`src/rtl/core/mtab_pkg.sv`:
```
// ----------------------------------------------------------------------------
// mtab_pkg
// Shared types and constants for the compacting membership table.
// ----------------------------------------------------------------------------
package mtab_pkg;

    localparam int MAX_MEMBERS = 16;
    localparam int KEY_BYTES   = 8;

    localparam int SLOT_W = (MAX_MEMBERS > 1) ? $clog2(MAX_MEMBERS) : 1;
    localparam int CNT_W  = $clog2(MAX_MEMBERS + 1);

    localparam logic [63:0] KEY_MASK = (KEY_BYTES >= 8) ? 64'hFFFF_FFFF_FFFF_FFFF :
                                       ((64'd1 << (8 * KEY_BYTES)) - 64'd1);

    localparam int IN_TDATA_W  = 160;
    localparam int OUT_TDATA_W = 104;

    typedef enum logic [1:0] {
        REQ_ADD    = 2'd0,
        REQ_REMOVE = 2'd1,
        REQ_FIND   = 2'd2
    } t_req;

    typedef enum logic [1:0] {
        ST_OK        = 2'd0,
        ST_FULL      = 2'd1,
        ST_EXISTS    = 2'd2,
        ST_NOT_FOUND = 2'd3
    } t_status;

    typedef enum logic [1:0] {
        S_IDLE,
        S_CMP,
        S_UPD
    } t_state;

    typedef struct packed {
        logic ld;
        logic cmp;
        logic upd;
    } t_dp_cmd;

    typedef struct packed {
        logic [63:0] key;
        logic [31:0] addr;
        logic [15:0] port;
        logic        founder;
        logic [39:0] joined;
    } t_entry;

endpackage

```
`src/rtl/core/member_table_insert_remove_lookup_top.sv`:
```
// ----------------------------------------------------------------------------
// member_table_insert_remove_lookup_top
// Compacting membership table with add, remove and find requests.
// ----------------------------------------------------------------------------
// Usage:
//   Requests arrive on the s_axis channel, one transfer per request; each
//   request gives exactly one result transfer on the m_axis channel.
//   Add appends a member at the fill point, refused when the table is full
//   or the key is present. Remove closes the gap by shifting later entries
//   down one slot, all at commit. Find returns the stored fields.
// Sequencing:
//   A request transfer is followed by a compare state for the parallel
//   key compare over all slots, then a commit state for the table commit
//   and result load. A new request may be taken in the commit state.
// Stall:
//   The result sits in an output register until taken. One more request may
//   be accepted and compared meanwhile; it then waits at commit until the
//   output register frees.
// Reset:
//   Synchronous active-low reset empties the table (member count zero) and
//   drops any pending result. No clearing pass is needed.
// ----------------------------------------------------------------------------
module member_table_insert_remove_lookup_top
    import mtab_pkg::*;
(
    input  logic                   i_clk,
    input  logic                   i_rst_n,
    input  logic                   i_s_axis_tvalid,
    output logic                   o_s_axis_tready,
    // req_type[1:0], member_key[65:2], ipv4_addr[97:66], port_num[113:98],
    // founder_flag[114], now_ms[154:115], zero[159:155]
    input  logic [IN_TDATA_W-1:0]  i_s_axis_tdata,
    output logic                   o_m_axis_tvalid,
    input  logic                   i_m_axis_tready,
    // status[1:0], hit_index[5:2], found_addr[37:6], found_port[53:38],
    // found_founder[54], found_joined[94:55], count_after[99:95], zero[103:100]
    output logic [OUT_TDATA_W-1:0] o_m_axis_tdata
);

    t_dp_cmd cmd;

    mtab_ctrl u_ctrl (
        .i_clk       (i_clk),
        .i_rst_n     (i_rst_n),
        .i_in_valid  (i_s_axis_tvalid),
        .o_in_ready  (o_s_axis_tready),
        .o_out_valid (o_m_axis_tvalid),
        .i_out_ready (i_m_axis_tready),
        .o_cmd       (cmd)
    );

    mtab_dp u_dp (
        .i_clk      (i_clk),
        .i_rst_n    (i_rst_n),
        .i_cmd      (cmd),
        .i_req_data (i_s_axis_tdata),
        .o_res_data (o_m_axis_tdata)
    );

endmodule

```
`src/rtl/core/mtab_ctrl.sv`:
```
// ----------------------------------------------------------------------------
// mtab_ctrl
// Request sequencer: latch, compare, commit, and output handshake.
// ----------------------------------------------------------------------------
module mtab_ctrl
    import mtab_pkg::*;
(
    input  logic    i_clk,
    input  logic    i_rst_n,
    input  logic    i_in_valid,
    output logic    o_in_ready,
    output logic    o_out_valid,
    input  logic    i_out_ready,
    output t_dp_cmd o_cmd
);

    t_state r_state;
    t_state n_state;
    logic   r_out_valid;
    logic   n_out_valid;
    logic   can_upd;

    assign can_upd = !r_out_valid || i_out_ready;

    always_comb begin
        n_state = r_state;
        unique case (r_state)
            S_IDLE: begin
                if (i_in_valid) begin
                    n_state = S_CMP;
                end
            end
            S_CMP: begin
                n_state = S_UPD;
            end
            S_UPD: begin
                if (can_upd) begin
                    n_state = i_in_valid ? S_CMP : S_IDLE;
                end
            end
            default: begin
                n_state = S_IDLE;
            end
        endcase
    end

    always_comb begin
        o_in_ready = 1'b0;
        o_cmd      = '0;
        unique case (r_state)
            S_IDLE: begin
                o_in_ready = 1'b1;
            end
            S_CMP: begin
                o_cmd.cmp = 1'b1;
            end
            S_UPD: begin
                // next request may enter in the same cycle the result is committed
                o_in_ready = can_upd;
                o_cmd.upd  = can_upd;
            end
            default: begin
                o_in_ready = 1'b0;
            end
        endcase
        o_cmd.ld = i_in_valid && o_in_ready;
    end

    always_comb begin
        n_out_valid = r_out_valid;
        if (o_cmd.upd) begin
            n_out_valid = 1'b1;
        end else if (r_out_valid && i_out_ready) begin
            n_out_valid = 1'b0;
        end
    end

    always_ff @(posedge i_clk) begin
        if (!i_rst_n) begin
            r_state     <= S_IDLE;
            r_out_valid <= 1'b0;
        end else begin
            r_state     <= n_state;
            r_out_valid <= n_out_valid;
        end
    end

    assign o_out_valid = r_out_valid;

endmodule

```
`src/rtl/core/mtab_dp.sv`:
```
// ----------------------------------------------------------------------------
// mtab_dp
// Member table, parallel key compare, compaction shift and result register.
// ----------------------------------------------------------------------------
module mtab_dp
    import mtab_pkg::*;
(
    input  logic                   i_clk,
    input  logic                   i_rst_n,
    input  t_dp_cmd                i_cmd,
    input  logic [IN_TDATA_W-1:0]  i_req_data,
    output logic [OUT_TDATA_W-1:0] o_res_data
);

    t_entry              r_tab [MAX_MEMBERS];
    logic [CNT_W-1:0]    r_count;

    logic [1:0]          r_req_type;
    t_entry              r_req;

    logic                r_hit;
    logic [SLOT_W-1:0]   r_slot;

    logic [MAX_MEMBERS-1:0] match;
    logic [SLOT_W-1:0]      match_slot;

    logic [OUT_TDATA_W-1:0] r_res;
    logic [OUT_TDATA_W-1:0] n_res;
    logic [CNT_W-1:0]       n_count;
    logic                   do_add;
    logic                   do_remove;
    logic                   full;
    logic [SLOT_W+3:0]      slot_ext;
    logic [CNT_W+3:0]       cnt_ext;
    logic [CNT_W+4:0]       cnt_after_ext;
    logic [1:0]             st;
    logic [3:0]             idx;
    t_entry                 sel;
    logic                   fnd;

    // request latch
    always_ff @(posedge i_clk) begin
        if (i_cmd.ld) begin
            r_req_type     <= i_req_data[1:0];
            r_req.key      <= i_req_data[65:2] & KEY_MASK;
            r_req.addr     <= i_req_data[97:66];
            r_req.port     <= i_req_data[113:98];
            r_req.founder  <= i_req_data[114];
            r_req.joined   <= i_req_data[154:115];
        end
    end

    // parallel compare over in-use slots
    always_comb begin
        for (int i = 0; i < MAX_MEMBERS; i++) begin
            match[i] = (CNT_W'(i) < r_count) && (r_tab[i].key == r_req.key);
        end
        match_slot = '0;
        for (int i = MAX_MEMBERS - 1; i >= 0; i--) begin
            if (match[i]) begin
                match_slot = SLOT_W'(i);
            end
        end
    end

    always_ff @(posedge i_clk) begin
        if (i_cmd.cmp) begin
            r_hit  <= |match;
            r_slot <= match_slot;
        end
    end

    // commit decision
    always_comb begin
        full      = r_count >= CNT_W'(MAX_MEMBERS);
        do_add    = 1'b0;
        do_remove = 1'b0;
        fnd       = 1'b0;
        n_count   = r_count;
        st        = ST_NOT_FOUND;
        slot_ext  = {4'b0, r_slot};
        cnt_ext   = {4'b0, r_count};
        idx       = 4'd0;
        case (r_req_type)
            REQ_ADD: begin
                if (full) begin
                    st = ST_FULL;
                end else if (r_hit) begin
                    st  = ST_EXISTS;
                    idx = slot_ext[3:0];
                end else begin
                    st      = ST_OK;
                    idx     = cnt_ext[3:0];
                    do_add  = 1'b1;
                    n_count = r_count + CNT_W'(1);
                end
            end
            REQ_REMOVE: begin
                if (r_hit) begin
                    st        = ST_OK;
                    idx       = slot_ext[3:0];
                    do_remove = 1'b1;
                    n_count   = r_count - CNT_W'(1);
                end
            end
            REQ_FIND: begin
                if (r_hit) begin
                    st  = ST_OK;
                    idx = slot_ext[3:0];
                    fnd = 1'b1;
                end
            end
            default: begin
                st = ST_NOT_FOUND;
            end
        endcase
        cnt_after_ext = {5'b0, n_count};
        sel = r_tab[r_slot];
        n_res = '0;
        n_res[1:0]   = st;
        n_res[5:2]   = idx;
        if (fnd) begin
            n_res[37:6]  = sel.addr;
            n_res[53:38] = sel.port;
            n_res[54]    = sel.founder;
            n_res[94:55] = sel.joined;
        end
        n_res[99:95] = cnt_after_ext[4:0];
    end

    // table update: append at the fill point, or close the gap on remove
    always_ff @(posedge i_clk) begin
        if (i_cmd.upd) begin
            for (int i = 0; i < MAX_MEMBERS - 1; i++) begin
                if (do_remove && (SLOT_W'(i) >= r_slot) && (CNT_W'(i + 1) < r_count)) begin
                    r_tab[i] <= r_tab[i + 1];
                end
            end
            if (do_add) begin
                r_tab[r_count[SLOT_W-1:0]] <= r_req;
            end
        end
    end

    always_ff @(posedge i_clk) begin
        if (!i_rst_n) begin
            r_count <= '0;
        end else if (i_cmd.upd) begin
            r_count <= n_count;
        end
    end

    always_ff @(posedge i_clk) begin
        if (i_cmd.upd) begin
            r_res <= n_res;
        end
    end

    assign o_res_data = r_res;

endmodule

```
`config.mk`:
```
export PLATFORM = sky130hd
export DESIGN_NAME = member_table_insert_remove_lookup_top
export DESIGN_NICKNAME = d
export VERILOG_FILES = /design/src/rtl/core/mtab_pkg.sv /design/src/rtl/core/member_table_insert_remove_lookup_top.sv /design/src/rtl/core/mtab_ctrl.sv /design/src/rtl/core/mtab_dp.sv
export SDC_FILE = /design/constraint.sdc
export NUM_CORES = 2
export LEC_CHECK = 0
export ABC_AREA = 1
export BUFFER_PORTS_ARGS = -buffer_cell sky130_fd_sc_hd__buf_2
export CELL_PAD_IN_SITES_DETAIL_PLACEMENT = 0
export CELL_PAD_IN_SITES_GLOBAL_PLACEMENT = 1
export CORE_MARGIN = 4
export CORE_UTILIZATION = 30
export CTS_BUF_LIST = sky130_fd_sc_hd__clkbuf_4 sky130_fd_sc_hd__clkbuf_8
export DETAILED_ROUTE_END_ITERATION = 7
export PLACE_DENSITY = 0.5
export SKIP_CTS_REPAIR_TIMING = 1
export SYNTH_ARGS = -nofsm -noshare
export SYNTH_HDL_FRONTEND = slang
export SYNTH_SLANG_ARGS = --single-unit
```
`constraint.sdc`:
```
create_clock -name i_clk -period 20.7 [get_ports i_clk]
set_input_delay 4.14 -clock i_clk [delete_from_list [all_inputs] [get_ports i_clk]]
set_output_delay 4.14 -clock i_clk [all_outputs]
set_load 0.01 [all_outputs]
```
# [Yosys cells after proc, flatten, opt, wreduce, memory -nomap -nowiden]
# Memory sizes are Yosys's and may differ from the RTL's. A register that Yosys moved wholly into a read port is not among the register bits.
# Index checks and enable logic that the tools add are counted.
# W data, S select, Z words.
[word_totals] reg_bits=179 ram_bits=2448 input_bits=164 output_inout_bits=106 wordCells=226 memories=1
[mem_list] memory="u_dp.r_tab" depth=16 width=153 read_ports=17 rd_ports_with_merged_regs=1 write_ports=15 line_no="mtab_dp.sv:15" rtl="t_entry r_tab [MAX_MEMBERS];"
[op_classes] addsub=2 order_cmp=32 eq_ne=22 n_mux=93 reduce_logical=61
[ops] cell="$eq A64 B64 Y1" n=16
[ops] cell="$mux W153" n=1
[ops] cell="$reduce_or A153 Y1" n=1
[ops] cell="$mux W1" n=61
[ops] cell="$logic_and A1 B1 Y1" n=48
[ops] cell="$mux W4" n=12
[ops] cell="$lt A4 B5 Y1 const A" n=8
[ops] cell="$ge A4 B4 Y1 const A" n=7
[ops] cell="$lt A3 B5 Y1 const A" n=4
[ops] cell="$ge A3 B4 Y1 const A" n=4
[ops] cell="$reduce_or A16 Y1" n=1
[ops] cell="$mux W5" n=3
[ops] cell="$mux W2" n=7
[ops] cell="$mux W3" n=4
[ops] cell="$lt A1 B5 Y1 const A" n=2
[ops] cell="$lt A2 B5 Y1 const A" n=2
[ops] cell="$pmux W5 S2" n=1
[ops] cell="$ge A1 B4 Y1 const A" n=2
[ops] cell="$ge A2 B4 Y1 const A" n=2
[ops] cell="$pmux W4 S2" n=1
[ops] cell="$reduce_or A8 Y1" n=1
[ops] cell="$pmux W2 S3" n=1
[ops] cell="$add A5 B1 Y5 const B" n=1
[ops] cell="$ge A5 B5 Y1 const B" n=1
[ops] cell="other kinds (14)" n=19

# [Longest topological paths before layout]
# An unclocked memory read counts as a cell.
[logic_depth] word_depth=18 mapped_depth=25 mapped_depth_nobuf=24

# [By module]
# A second synthesis with hierarchy kept.
[unflattened] cells_unflattened=12882 area_unflattened_um2=130893.0
[modules_own_cells] module="mtab_dp" instances=1 cells_each=12858 area_per_inst_um2=130729.1 seq_area_each_um2=81418.1
[modules_own_cells] module="mtab_ctrl" instances=1 cells_each=24 area_per_inst_um2=163.9 seq_area_each_um2=60.1

# [Worst setup path before layout]
# No wires, ideal clock.
[synth_timing] kind="input port to flip-flop" start="in i_m_axis_tready" end="mem u_dp.r_tab[5][0] (netlist bit), enable pin" setup_time_ns=1.079 arrival_time_ns=19.805 required_time_ns=19.621 path_slack_ns=-0.184 stages=4 n_path_buf=0 path_cell_list="nor2_1 > inv_1 > nand2_1 > o41ai_1"
[synth_rtl] element="start, declared" line_no="member_table_insert_remove_lookup_top.sv:34" rtl="input logic i_m_axis_tready,"
[synth_rtl] element="end, declared" line_no="mtab_dp.sv:15"

# [Worst setup path in the final report]
[layout_timing] start="in i_m_axis_tready" end="out o_s_axis_tready"
[layout_via] elab_chain_len=2
[layout_lines] element="$logic_or A1 B1 Y1" line_no="mtab_ctrl.sv:23" rtl="assign can_upd = !r_out_valid || i_out_ready;"
[layout_lines] element="$pmux W1 S2" line_no="mtab_ctrl.sv:50" rtl="unique case (r_state)"
[layout_lines] element="end, declared" line_no="member_table_insert_remove_lookup_top.sv:29" rtl="output logic o_s_axis_tready,"
# No other way between the ends.

==> qor.yml <==
final_design_area_no_fill_um2: 147000
grt_usage: 0.253
critical_path_capture_point_type: "output pin"
ratio_of_cells_with_drive_above_1_in_the_final_layout: 0.114
comb_power_share: 0.055
yosys.cell_types.count: 59
crit_required_ns: 16.56
drt_wl_total_um: 587000
grt-ovfl-total: 0
post-route-drc-count: 0
critical_path.startpoint_type: "primary input"
crit_end: "o_s_axis_tready"
post_detailed_placement_cell_area_um2: 137000
worst_clock_skew_ns: 0.0978
layout_worst_path_cycle_share: 0.426
numClockSinks: 2716
number_of_cells_on_the_worst_reg_to_reg_path: 12
floorplan.core_area_um2: 435000
first_global_vias: 100420
netlist_area_um2: 131000
power_leakage_nw: 52.8
tritoncts.num_buffers: 533
p_int_mw: 9.03
clock-root-buffer: "sky130_fd_sc_hd__clkbuf_8"
seq_area_frac_synth: 0.623
path_class: "in -> out"
ys.flop_type: "sky130_fd_sc_hd__edfxtp_1"
hold_violation_total_from_the_final_report: 0
grt_pass1_wl_um: 806000
worst_setup_path_startpoint: "i_m_axis_tready"
pin_slew_with_the_least_headroom_to_its_limit_ns: 1.35
cts_tree: "done"
yosysWarningCount: 0
finalSetupViolCount: 0
hold_class: "reg -> reg"
nFillCells: 44197
power.sequential.fraction: 0.498
finish.net_count: 12961
worst_r2r_startpoint: "u_dp.r_req_type[1]"
reg2reg_slack_ns: 14.62
layout.area.seq_um2: 81500
rows: 242
post-synth-top-area-fraction: 0.621
layout_min_cycle_time_ns: 8.81
post-synth-top-area-cell: "sky130_fd_sc_hd__edfxtp_1"
area_growth_pct: 12.4
synth.area.top_cells: "sky130_fd_sc_hd__edfxtp_1 62%, sky130_fd_sc_hd__o21ai_0 12%, sky130_fd_sc_hd__nand2_1 8.4%, sky130_fd_sc_hd__xnor2_1 3.3%, sky130_fd_sc_hd__nor2_1 2.6%"
avgSynthCellArea_um2: 10.2
htree_num_levels: 6
grt_start_max_net_pins: 217
ios: 270
vdd_drop_max_v: 0.0000654
drt-wirelength-per-cell_um: 31.0
maxSlewHeadroom: 0.0950
initial_core_utilization: 0.301
timing.critical_path.mode_cell: "sky130_fd_sc_hd__buf_2"
number_of_max_cap_violations: 0
switching_power_mw: 3.08
p_sw_frac: 0.255
cts_max_path_buffers: 4
run_status: "completed"
pwr-share-clk: 0.447
synth_enable_flop_cells: 2708
place.gp.congestion: 0.872
die_w_um: 668
clock.fmax_mhz: 114
rsz0062_at_grt: "false"
drtAntennaViolNets: 0
drt-pass1-iter-count: 7
synthArstFlopShare: 0
dpl.hpwl_um: 338000
placement.io_buffers: 260
clk_latency_ns: 1.20
worst-path-max-fanout: 3
multi_input_comb_area_um2: 43800
avgViaCountPerCell: 5.55
die_h_um: 668
antenna_found_initial: 32
power-per-cell-area_nw_per_um2: 82.3
most_common_cell_in_the_netlist: "sky130_fd_sc_hd__o21ai_0"
netlist_instances: 12838
leading_post_synthesis_cells_by_instance_count: "3008 x sky130_fd_sc_hd__o21ai_0, 2943 x sky130_fd_sc_hd__nand2_1, 2708 x sky130_fd_sc_hd__edfxtp_1"
cts.clk_slew.worst_paths_ns: 0.05
worst_ep_arrival_time_ns: 4.67
setup_total_negative_slack_ns: 0
worstReg2RegEnd: "u_dp.r_tab[6][140]"
crit_path_max_incr_delay_ns: 0.22
drt_iter0_drc: 12873
cpMaxStageDelayCell: "sky130_fd_sc_hd__a21oi_1"
dr_total_vias: 105123
ys_seq_elements: 2716
dieArea_um2: 447000
final-max-slew-violation-count: 0
critical_path.cell_chain: "buf_2 > nor2_1 > a21oi_1 > buf_2"
[sequential cells by signal (all words and copies together) (netlist names)]
register / count
u_ctrl.o_out_valid: 1
u_dp.r_tab: 2448
u_ctrl.r_state: 2
u_dp.r_req_type: 2
u_dp.r_count: 5
u_dp.r_slot: 4
u_dp.o_res_data: 100
u_dp.r_hit: 1
u_dp.r_req: 153
[layout make-up]
cell class              count  area share
clock buffers             725      0.0603
well taps                5734      0.0488
diodes                     14    0.000238
clock inverters           200     0.00866
flip-flops and latches   2716       0.554
inverters                 262     0.00697
repair buffers            526      0.0241
multi-input cells        8749       0.297
[cells in the final DEF, fill, tap and decap left out, drive strengths merged, types with 2 or more instances in the layout]
master,instances
xor2,160
o22ai,304
nor3,15
clkinvlp,10
nand3b,3
conb,4
xnor2,492
nor4b,4
ha,9
nor2,920
edfxtp,2708
a31oi,90
nor4,59
and2,6
a22oi,10
buf,526
nand4,137
or4,5
o2111ai,8
a21oi,16
dfxtp,8
or2,46
and3,3
a211oi,19
o221ai,130
nand2,2943
nand3,91
o211ai,56
a221oi,41
o21ai,3146
diode,14
a22o,25
bufinv,8
clkbuf,725
inv,285
nor3b,2
clkinv,159
[power groups by stage]
| stage | clock, mW | combinational, mW | sequential [mW] |
|---|---|---|---|
| CTS | 5.55 | 0.659 | 6.03 |
| global route | 5.81 | 0.691 | 6.03 |
| global placement | 0 | 0.658 | 6.14 |
| floorplan | 0 | 0.323 | 6.14 |
| detailed placement | 0 | 0.657 | 6.14 |
| finish | 5.42 | 0.665 | 6.03 |
[worst max-delay path: cells and delay by family]
kind	cells	cell delay, ns
AOI/OAI and AO/OA	1	0.22
buffers and inverters	2	0.26
and+or+nand+nor	1	0.05
[cell families (layout without fill, tap and decap cells)]
| kind of cell | count (synthesis) | count (layout) | share of synthesized area |
|---|---|---|---|
| other | 1 | 18 | 0.0000287 |
| DFF | 2716 | 2716 | 0.623 |
| xor gates and xnor gates | 652 | 652 | 0.0436 |
| AOI/OAI and AO/OA | 3850 | 3850 | 0.159 |
| buffers and inverters | 1376 | 1713 | 0.0450 |
| and+or+nand+nor | 4234 | 4234 | 0.129 |
| adders and majority gates | 9 | 9 | 0.000860 |
[through the flow]
| step | setup WS (ns) | cells | utilization | hold slack (ns) | total power, mW |
|---|---|---|---|---|---|
| 2_1_floorplan | 3.64 | 12841 | - | 0.421 | 6.46 |
| 3_3_place_gp | 11.44 | 17987 | 0.315 | 0.430 | 6.80 |
| 3_5_place_dp | 11.41 | 17987 | 0.315 | 0.437 | 6.80 |
| 4_1_cts | 11.89 | 18912 | 0.339 | 0.442 | 12.2 |
| 5_1_grt | 11.85 | 18915 | 0.339 | 0.445 | 12.5 |
| 6_report | 11.89 | 18926 | 0.339 | 0.446 | 12.1 |
[how the worst min path moves through the flow]
stage | startpoint | end | slack (ns) | cells past startpoint
2_1_floorplan | u_dp.r_req[104] | u_dp.r_tab[15][104] | 0.42 | 0
3_3_place_gp | u_dp.r_req[1] | u_dp.r_tab[15][1] | 0.43 | 0
3_5_place_dp | u_dp.r_req[8] | u_dp.r_tab[15][8] | 0.44 | 0
4_1_cts | u_dp.r_req[72] | u_dp.r_tab[15][72] | 0.44 | 0
5_1_grt | u_dp.r_req[66] | u_dp.r_tab[15][66] | 0.45 | 0
6_report | u_dp.r_req[66] | u_dp.r_tab[15][66] | 0.45 | 0
[layer usage]
layer,wire (um),GRT usage,vias up
met1,247000,0.342,53405
met3,46200,0.0408,971
met4,20000,0.0801,6
li1,-,-,45548
met5,35,0,-
met2,273000,0.415,5193
(Power assumes the default switching activity.)
